## src/design/lru_key_value_cache_top_defines.svh

```systemverilog
// ----------------------------------------------------------------------------
// LRU key-value cache assertion macros
// Shared property wrappers for the cache control logic.
// ----------------------------------------------------------------------------
`ifndef LRU_KEY_VALUE_CACHE_TOP_DEFINES_SVH
`define LRU_KEY_VALUE_CACHE_TOP_DEFINES_SVH

// consequent must hold in the same cycle as the antecedent
`define LKV_ASSERT_SAME(lbl, ante, cons, msg) \
  lbl: assert property (@(posedge clk_i) disable iff (!rst_ni) (ante) |-> (cons)) \
    else $error(msg);

// consequent must hold in the cycle after the antecedent
`define LKV_ASSERT_NEXT(lbl, ante, cons, msg) \
  lbl: assert property (@(posedge clk_i) disable iff (!rst_ni) (ante) |=> (cons)) \
    else $error(msg);

`endif

```

## src/design/lkv_pkg.sv

```systemverilog
`timescale 1ns / 1ps
// ----------------------------------------------------------------------------
// LRU key-value cache package
// Request/response payloads, chain link and update command types.
// ----------------------------------------------------------------------------
package lkv_pkg;

  localparam int CAP_W = 5;
  localparam logic [CAP_W-1:0] CAP_RESET = 5'd16;

  localparam logic OP_GET = 1'b0;
  localparam logic OP_PUT = 1'b1;

  localparam logic signed [31:0] MISS_VALUE = -32'sd1;

  // which cell takes the update
  typedef enum logic [1:0] {
    SEL_NONE,
    SEL_HIT,
    SEL_LRU,
    SEL_FREE
  } sel_e;

  typedef struct packed {
    logic               operation;
    logic signed [31:0] key;
    logic signed [31:0] value;
  } req_t;

  typedef struct packed {
    logic               found;
    logic signed [31:0] read_value;
  } rsp_t;

  // search record handed from cell to cell
  typedef struct packed {
    logic active;
    logic hit;
    logic free_taken;
  } link_t;

  // update broadcast to all cells
  typedef struct packed {
    logic               upd;
    sel_e               sel;
    logic               write;
    logic signed [31:0] key;
    logic signed [31:0] value;
  } cmd_t;

endpackage

```

## src/design/lkv_cell.sv

```systemverilog
`timescale 1ns / 1ps
// ----------------------------------------------------------------------------
// LRU key-value cache cell
// One entry: key, data, valid and recency rank, plus search flags.
// ----------------------------------------------------------------------------
module lkv_cell import lkv_pkg::*; #(
  parameter int RW = 4
) (
  input  logic                 clk_i,
  input  logic                 rst_ni,
  input  link_t                link_i,
  input  logic signed [31:0]   link_data_i,
  input  logic [RW-1:0]        link_rank_i,
  output link_t                link_o,
  output logic signed [31:0]   link_data_o,
  output logic [RW-1:0]        link_rank_o,
  input  logic signed [31:0]   key_i,
  input  logic [RW-1:0]        lru_rank_i,
  input  cmd_t                 cmd_i,
  input  logic [RW-1:0]        cmd_rank_i
);

  logic               valid_q, valid_d;
  logic [RW-1:0]      rank_q, rank_d;
  logic signed [31:0] key_q, data_q;
  logic               hit_q, hit_d;
  logic               free_q, free_d;
  logic               lru_q, lru_d;
  link_t              link_q, link_d;
  logic signed [31:0] link_data_q, link_data_d;
  logic [RW-1:0]      link_rank_q, link_rank_d;
  logic               match;
  logic               tgt;
  logic               age;

  assign match = valid_q && (key_q == key_i);

  always_comb begin
    link_d.active     = link_i.active;
    link_d.hit        = link_i.hit | (link_i.active & match);
    link_d.free_taken = link_i.free_taken | (link_i.active & ~valid_q);
    link_data_d       = match ? data_q : link_data_i;
    link_rank_d       = match ? rank_q : link_rank_i;
  end

  // flags latched as the record passes; used by the following update
  always_comb begin
    hit_d  = hit_q;
    free_d = free_q;
    lru_d  = lru_q;
    if (link_i.active) begin
      hit_d  = match;
      free_d = ~valid_q & ~link_i.free_taken;
      lru_d  = valid_q && (rank_q == lru_rank_i);
    end
  end

  always_comb begin
    case (cmd_i.sel)
      SEL_HIT:  tgt = hit_q;
      SEL_LRU:  tgt = lru_q;
      SEL_FREE: tgt = free_q;
      default:  tgt = 1'b0;
    endcase
  end

  assign age = cmd_i.upd && (cmd_i.sel != SEL_NONE) && valid_q && !tgt
               && (rank_q < cmd_rank_i);

  always_comb begin
    valid_d = valid_q;
    rank_d  = rank_q;
    if (cmd_i.upd && tgt) begin
      valid_d = 1'b1;
      rank_d  = '0;
    end else if (age) begin
      rank_d = rank_q + RW'(1);
    end
  end

  always_ff @(posedge clk_i or negedge rst_ni) begin
    if (!rst_ni) begin
      valid_q <= 1'b0;
      rank_q  <= '0;
      hit_q   <= 1'b0;
      free_q  <= 1'b0;
      lru_q   <= 1'b0;
      link_q  <= '0;
    end else begin
      valid_q <= valid_d;
      rank_q  <= rank_d;
      hit_q   <= hit_d;
      free_q  <= free_d;
      lru_q   <= lru_d;
      link_q  <= link_d;
    end
  end

  always_ff @(posedge clk_i) begin
    link_data_q <= link_data_d;
    link_rank_q <= link_rank_d;
    if (cmd_i.upd && tgt && cmd_i.write) begin
      key_q  <= cmd_i.key;
      data_q <= cmd_i.value;
    end
  end

  assign link_o      = link_q;
  assign link_data_o = link_data_q;
  assign link_rank_o = link_rank_q;

endmodule

```

## src/design/lkv_ctrl.sv

```systemverilog
`timescale 1ns / 1ps
`include "lru_key_value_cache_top_defines.svh"
// ----------------------------------------------------------------------------
// LRU key-value cache controller
// Launches the search record, decides hit/evict/insert, issues the update.
// ----------------------------------------------------------------------------
module lkv_ctrl import lkv_pkg::*; #(
  parameter int ENTRIES = 16,
  parameter int RW      = 4,
  parameter int HW      = 5
) (
  input  logic               clk_i,
  input  logic               rst_ni,
  input  logic               start,
  output logic               busy,
  input  req_t               req_i,
  output rsp_t               rsp_o,
  output logic               done_o,
  input  logic               cfg_valid_i,
  output logic               cfg_ready_o,
  input  logic [CAP_W-1:0]   cfg_data_i,
  output link_t              inj_o,
  output logic signed [31:0] key_o,
  output logic [RW-1:0]      lru_rank_o,
  input  link_t              tail_i,
  input  logic signed [31:0] tail_data_i,
  input  logic [RW-1:0]      tail_rank_i,
  output cmd_t               cmd_o,
  output logic [RW-1:0]      cmd_rank_o
);

  localparam int CW = (HW > CAP_W) ? HW : CAP_W;

  typedef enum logic [1:0] {
    ST_IDLE,
    ST_SEARCH,
    ST_RESP
  } state_e;

  state_e             state_q;
  req_t               req_q;
  link_t              inj_q, inj_d;
  logic [HW-1:0]      held_q;
  logic [CAP_W-1:0]   cap_q;
  rsp_t               rsp_q;
  cmd_t               cmd_q, cmd_d;
  logic [RW-1:0]      cmd_rank_q;

  logic               accept;
  logic [CW-1:0]      cap_ext, eff_cap;
  logic               full;
  logic [RW-1:0]      lru_rank;
  cmd_t               cmd_dec;
  logic [RW-1:0]      rank_dec;
  rsp_t               rsp_dec;
  logic               grow;

  assign accept   = start && (state_q != ST_SEARCH);
  assign busy     = (state_q == ST_SEARCH);
  assign lru_rank = RW'(held_q - HW'(1));

  // capacity clamped to 1..ENTRIES
  assign cap_ext = CW'(cap_q);
  always_comb begin
    if (cap_q == '0) begin
      eff_cap = CW'(1);
    end else if (cap_ext > CW'(ENTRIES)) begin
      eff_cap = CW'(ENTRIES);
    end else begin
      eff_cap = cap_ext;
    end
  end
  assign full = (CW'(held_q) >= eff_cap);

  always_comb begin
    cmd_dec.upd   = 1'b1;
    cmd_dec.sel   = SEL_NONE;
    cmd_dec.write = (req_q.operation == OP_PUT);
    cmd_dec.key   = req_q.key;
    cmd_dec.value = req_q.value;
    rank_dec      = tail_rank_i;
    rsp_dec.found      = tail_i.hit;
    rsp_dec.read_value = req_q.value;
    grow          = 1'b0;
    if (tail_i.hit) begin
      cmd_dec.sel = SEL_HIT;
      if (req_q.operation == OP_GET) begin
        rsp_dec.read_value = tail_data_i;
      end
    end else if (req_q.operation == OP_GET) begin
      rsp_dec.read_value = MISS_VALUE;
    end else if (full) begin
      cmd_dec.sel = SEL_LRU;
      rank_dec    = lru_rank;
    end else begin
      // every held entry ages by one
      cmd_dec.sel = SEL_FREE;
      rank_dec    = RW'(held_q);
      grow        = 1'b1;
    end
  end

  // launch record and update command are single-cycle pulses
  always_comb begin
    inj_d        = '0;
    inj_d.active = accept;
    cmd_d        = '0;
    if (state_q == ST_SEARCH && tail_i.active) begin
      cmd_d = cmd_dec;
    end
  end

  always_ff @(posedge clk_i or negedge rst_ni) begin
    if (!rst_ni) begin
      state_q    <= ST_IDLE;
      req_q      <= '0;
      inj_q      <= '0;
      held_q     <= '0;
      cap_q      <= CAP_RESET;
      rsp_q      <= '0;
      cmd_q      <= '0;
      cmd_rank_q <= '0;
    end else begin
      inj_q <= inj_d;
      cmd_q <= cmd_d;
      if (cfg_valid_i) begin
        cap_q <= cfg_data_i;
      end
      if (accept) begin
        req_q <= req_i;
      end
      case (state_q)
        ST_IDLE: begin
          if (accept) begin
            state_q <= ST_SEARCH;
          end
        end
        ST_SEARCH: begin
          if (tail_i.active) begin
            state_q    <= ST_RESP;
            cmd_rank_q <= rank_dec;
            rsp_q      <= rsp_dec;
            if (grow) begin
              held_q <= held_q + HW'(1);
            end
          end
        end
        ST_RESP: begin
          state_q <= accept ? ST_SEARCH : ST_IDLE;
        end
        default: begin
          state_q <= ST_IDLE;
        end
      endcase
    end
  end

  assign cfg_ready_o = 1'b1;
  assign rsp_o       = rsp_q;
  assign done_o      = (state_q == ST_RESP);
  assign inj_o       = inj_q;
  assign key_o       = req_q.key;
  assign lru_rank_o  = lru_rank;
  assign cmd_o       = cmd_q;
  assign cmd_rank_o  = cmd_rank_q;

  `LKV_ASSERT_SAME(a_tail_in_search, tail_i.active, state_q == ST_SEARCH, "record out of search")
  `LKV_ASSERT_NEXT(a_accept_injects, start && !busy, inj_q.active && state_q == ST_SEARCH, "no launch")
  `LKV_ASSERT_SAME(a_held_bound, 1'b1, held_q <= HW'(ENTRIES), "held count beyond entries")
  `LKV_ASSERT_NEXT(a_insert_grows, state_q == ST_SEARCH && tail_i.active && grow, held_q == $past(held_q) + HW'(1), "insert without count")

endmodule

```

## src/design/lru_key_value_cache_top.sv

```systemverilog
`timescale 1ns / 1ps
// Sequence: the accepted request launches a search record that walks the cell chain
// one cell per cycle; the controller then registers the response and raises done_o.
// No new request is taken while busy; start is taken again in the result cycle.
// Reset: cache empty, capacity 16; no clearing pass, usable right away.
// The result is on rsp_o for the single done_o cycle; the receiver cannot stall.
// ----------------------------------------------------------------------------
// LRU key-value cache top level
// Fully associative get/put cache built as a chain of entry cells.
// ----------------------------------------------------------------------------
module lru_key_value_cache_top import lkv_pkg::*; #(
  parameter int ENTRIES = 16
) (
  input  logic             clk_i,
  input  logic             rst_ni,
  input  logic             start,
  output logic             busy,
  input  req_t             req_i,
  output rsp_t             rsp_o,
  output logic             done_o,
  input  logic             cfg_valid_i,
  output logic             cfg_ready_o,
  input  logic [CAP_W-1:0] cfg_data_i
);

  localparam int RW = (ENTRIES > 1) ? $clog2(ENTRIES) : 1;
  localparam int HW = $clog2(ENTRIES + 1);

  link_t              link   [ENTRIES+1];
  logic signed [31:0] ldata  [ENTRIES+1];
  logic [RW-1:0]      lrank  [ENTRIES+1];
  logic signed [31:0] key;
  logic [RW-1:0]      lru_rank;
  cmd_t               cmd;
  logic [RW-1:0]      cmd_rank;

  assign ldata[0] = '0;
  assign lrank[0] = '0;

  lkv_ctrl #(
    .ENTRIES (ENTRIES),
    .RW      (RW),
    .HW      (HW)
  ) u_ctrl (
    .clk_i       (clk_i),
    .rst_ni      (rst_ni),
    .start       (start),
    .busy        (busy),
    .req_i       (req_i),
    .rsp_o       (rsp_o),
    .done_o      (done_o),
    .cfg_valid_i (cfg_valid_i),
    .cfg_ready_o (cfg_ready_o),
    .cfg_data_i  (cfg_data_i),
    .inj_o       (link[0]),
    .key_o       (key),
    .lru_rank_o  (lru_rank),
    .tail_i      (link[ENTRIES]),
    .tail_data_i (ldata[ENTRIES]),
    .tail_rank_i (lrank[ENTRIES]),
    .cmd_o       (cmd),
    .cmd_rank_o  (cmd_rank)
  );

  for (genvar g = 0; g < ENTRIES; g++) begin : g_cell
    lkv_cell #(
      .RW (RW)
    ) u_cell (
      .clk_i       (clk_i),
      .rst_ni      (rst_ni),
      .link_i      (link[g]),
      .link_data_i (ldata[g]),
      .link_rank_i (lrank[g]),
      .link_o      (link[g+1]),
      .link_data_o (ldata[g+1]),
      .link_rank_o (lrank[g+1]),
      .key_i       (key),
      .lru_rank_i  (lru_rank),
      .cmd_i       (cmd),
      .cmd_rank_i  (cmd_rank)
    );
  end

endmodule

```

## config.mk

```make
export PLATFORM = sky130hd
export DESIGN_NAME = lru_key_value_cache_top
export DESIGN_NICKNAME = d
export VERILOG_FILES = /design/src/design/lkv_pkg.sv /design/src/design/lkv_cell.sv /design/src/design/lkv_ctrl.sv /design/src/design/lru_key_value_cache_top.sv
export VERILOG_INCLUDE_DIRS = /design/src /design/src/design
export SDC_FILE = /design/constraint.sdc
export NUM_CORES = 2
export LEC_CHECK = 0
export ABC_AREA = 0
export BUFFER_PORTS_ARGS = -buffer_cell sky130_fd_sc_hd__buf_4
export CORE_ASPECT_RATIO = 1.5
export CORE_MARGIN = 2
export CORE_UTILIZATION = 25
export CTS_CLUSTER_DIAMETER = 100
export DETAILED_ROUTE_END_ITERATION = 10
export GPL_TIMING_DRIVEN = 0
export MAX_ROUTING_LAYER = met4
export SYNTH_ARGS = -nofsm -noshare
export SYNTH_HDL_FRONTEND = slang
export SYNTH_SLANG_ARGS = --single-unit
```

## constraint.sdc

```tcl
create_clock -name clk_i -period 8.95 [get_ports clk_i]
set_clock_uncertainty 0.2 [all_clocks]
set_input_delay 1.3425 -clock clk_i [delete_from_list [all_inputs] [get_ports clk_i]]
set_output_delay 1.3425 -clock clk_i [all_outputs]
set_load 0.05 [all_outputs]
```

==> impl_metrics.ini <==
[setup_path]
worst-setup-path-type = reg2out
worst_setup_path_end_kind = output pin
worstPathRequired_ps = 7410
worstPathMaxFanout = 10
cp_data_arrival_time_ps = 3840
cp-start-kind = flop

[detailed_routing]
antenna_left = 0
met2RoutedLength_mm = 104.8
met1Wirelength_mm = 77.34
routedWlPerCell_um = 23.53
drt_first_iter_violations = 3342
vias_per_cell = 4.388
detail_route.wirelength_mm = 205.7
detail_route.drc_violations = 0
dr.max_layer_used = met4
drtPass1Iterations = 6
wl_met3_mm = 10.20
routed-via-count = 38350

[sta]
grt_setup_unrepaired = no
timing.final.crit_share_pct = 60.14
final-max-slew-violation-count = 0
timing.hold.ws_ps = 199.5
setup_total_negative_slack_ps = 0
worstMarginPinSlew_ps = 1437
setup_violations = 0
post-route-min-period_ps = 5383
timing_hold_violations_final = 0
relSlewSlack_pct = 4.207
max_freq_mhz = 185.8

[placement]
gpl.final_weighted_congestion = 0.8691
dp.final_hpwl_mm = 136.3
place.port_buffers = 108

[grt]
grt_util_all_layers_pct = 14.35
grt_max_degree = 105
antenna_found_initial = 7
grt.overflow.total = 0
grt_first_pass_wirelength_mm = 291.0
grt_pass1_vias = 39920

[yosys]
yosys.area.top_type = sky130_fd_sc_hd__edfxtp_1
yosysUniqueCellTypes = 64
synth_sequential_area_ratio_pct = 71.74
netlist.area_leader.share_pct = 43.05
synth_enable_flop_cells = 1024
async_flop_share_pct = 18.28
post_synth_instance_area_um2 = 71420
post_synthesis_cells = 4549
netlist_top_cells_area = sky130_fd_sc_hd__edfxtp_1, sky130_fd_sc_hd__dfxtp_1, sky130_fd_sc_hd__dfrtp_1, sky130_fd_sc_hd__mux2_2, sky130_fd_sc_hd__xor2_1
most_frequently_used_flop_master_after_synthesis = sky130_fd_sc_hd__edfxtp_1
synth_seq_cells = 1958
syn_nets = 4694
avgSynthCellArea_um2 = 15.70
yosys_warnings = 0

[layout]
net_count_reported_at_finish = 4997
layout.cells.most_common_list = sky130_fd_sc_hd__edfxtp_1, sky130_fd_sc_hd__dfxtp_1, sky130_fd_sc_hd__mux2_2
final_layout_size_suffix_gt1_share_pct = 22.77
seq_area_um2 = 51240
syn2layout_area_growth_pct = 16.55
multiInputGateArea_um2 = 18930
final_common_cell = sky130_fd_sc_hd__edfxtp_1
fillers = 28320

[pwr]
total_leakage_power_nw = 31.13
vdd_ir_drop_max_v = 0.0001420
power_per_cell_area_nw_per_um2 = 245.2

[cts]
cts.htree.levels = 4
cts-buffers-inserted = 172
number_of_instances_resized_during_post_cts_repair = 0
cts_hold_repair.buffers = 0
cts.path.max_buffers = 4
cts_root_buffer_type = sky130_fd_sc_hd__clkbuf_16
clock_sink_count = 1958
clkTransAtPathRegs_ps = 70
insertion_delay_ps = 830
tritoncts = done
postCtsSetupBuffers = 0

[die]
die_x_um = 440.4
core.rowCount = 240
design.portCount = 110
die_area_um2 = 290100
initial_core_utilization_pct = 25.09
die_height_um = 658.6
core_region_area_um2 = 284700

[outcome]
run_status = complete, no violations

[job]
max_cap_viol_count = 0

[min_path]
hold_class = reg2reg
report_power, final:
group / total (W) / switching, W / internal [W]
clock: 0.00762 / 0.00329 / 0.00433
combinational: 0.00305 / 0.00206 / 0.000988
sequential: 0.00974 / 0.000155 / 0.00959
total: 0.0204 / 0.00551 / 0.0149
final timing paths:
kind                                             from                           to  slack, ps  cells past startpoint
max in group asynchronous                      rst_ni             u_ctrl.key_o[10]       6240                      4
min                        g_cell[3].u_cell.link_o[2]   g_cell[4].u_cell.link_o[2]        200                      0
min reg2reg                g_cell[3].u_cell.link_o[2]   g_cell[4].u_cell.link_o[2]        200                      0
max reg2reg                          u_ctrl.held_q[0]      g_cell[10].u_cell.lru_q       3880                      9
max                                 u_ctrl.state_q[1]                         busy       3570                      4
min in group asynchronous                      rst_ni  g_cell[14].u_cell.rank_q[1]        300                      1
through the flow:
stage	utilization (%)	setup slack, ps	cell area (um2)	power, W	std cells
after floorplan	-	5312	71420	0.01179	4549
after global placement	27.02	2287	76930	0.01292	8408
after detailed placement	27.24	4028	77540	0.01297	8428
after CTS	29.23	3637	83220	0.02054	8735
after global routing	29.24	3604	83240	0.02108	8740
final	29.24	3567	83240	0.02041	8740
kinds of logic after synthesis:
logic type	count (synthesis)	share of synthesized area, %
compound gates	253	2.465
buf+inv	248	1.848
flops	1958	71.74
simple gates	813	5.707
other cells	1	0.005250
xor+xnor	610	7.480
mux	595	9.507
fa+ha+maj	71	1.244
state kept, by name, indices dropped and copies added, names as in the netlist, 4 cells and up:
name,count
g_cell.u_cell.data_q,512
g_cell.u_cell.free_q,16
g_cell.u_cell.hit_q,16
g_cell.u_cell.key_q,512
g_cell.u_cell.link_data_o,512
g_cell.u_cell.link_o,47
g_cell.u_cell.link_rank_o,64
g_cell.u_cell.lru_q,16
g_cell.u_cell.rank_q,64
g_cell.u_cell.valid_q,16
u_ctrl.cap_ext,5
u_ctrl.cmd_dec,33
u_ctrl.cmd_o,68
u_ctrl.cmd_rank_o,4
u_ctrl.held_q,5
u_ctrl.key_o,32
u_ctrl.rsp_o,33
synthesized netlist by cell type, types with 10 or more instances:
master	count
sky130_fd_sc_hd__edfxtp_1	1024
sky130_fd_sc_hd__dfxtp_1	576
sky130_fd_sc_hd__mux2_2	527
sky130_fd_sc_hd__dfrtp_1	357
sky130_fd_sc_hd__xor2_1	320
sky130_fd_sc_hd__nand2_1	318
sky130_fd_sc_hd__xnor2_1	290
sky130_fd_sc_hd__buf_2	86
sky130_fd_sc_hd__nor4_1	75
sky130_fd_sc_hd__and3_1	74
sky130_fd_sc_hd__ha_1	71
sky130_fd_sc_hd__nand4_1	68
sky130_fd_sc_hd__o21ai_0	68
sky130_fd_sc_hd__nor2_1	67
sky130_fd_sc_hd__clkbuf_1	57
sky130_fd_sc_hd__and2_1	54
sky130_fd_sc_hd__inv_1	52
sky130_fd_sc_hd__nand3_1	51
sky130_fd_sc_hd__mux2_4	35
sky130_fd_sc_hd__nor3_1	35
sky130_fd_sc_hd__mux2i_1	33
sky130_fd_sc_hd__o22ai_1	32
sky130_fd_sc_hd__a21o_1	31
sky130_fd_sc_hd__nand2b_1	27
sky130_fd_sc_hd__buf_4	23
sky130_fd_sc_hd__buf_6	18
sky130_fd_sc_hd__o21bai_1	18
sky130_fd_sc_hd__a21oi_1	17
sky130_fd_sc_hd__o31ai_1	15
sky130_fd_sc_hd__a21oi_2	10
sky130_fd_sc_hd__a22o_1	10
critical path, stage by stage (launching register included):
cell and delay [ps]:
sky130_fd_sc_hd__dfrtp_1 380, sky130_fd_sc_hd__nor2b_1 600, sky130_fd_sc_hd__clkbuf_1 1030, sky130_fd_sc_hd__clkbuf_1 670, sky130_fd_sc_hd__buf_4 330
metal layers:
| metal | up-vias | track usage (%) |
|---|---|---|
| li1 | 16830 | - |
| met1 | 19850 | 15.75 |
| met2 | 1220 | 24.82 |
| met3 | 455 | 1.884 |
| met4 | 0 | 8.289 |
| met5 | - | - |
layout make-up:
cell class | instances | area share [%]
clock buffers | 227 | 5.713
flip-flops and latches | 1958 | 61.55
multi-input cells | 2343 | 22.75
diodes | 4 | 0.01202
clock inverters | 80 | 1.112
well taps | 3751 | 5.638
inverters | 55 | 0.2480
plain buffers | 193 | 1.342
repair buffers | 129 | 1.634
Note: power is estimated with default switching activity, not from simulation.
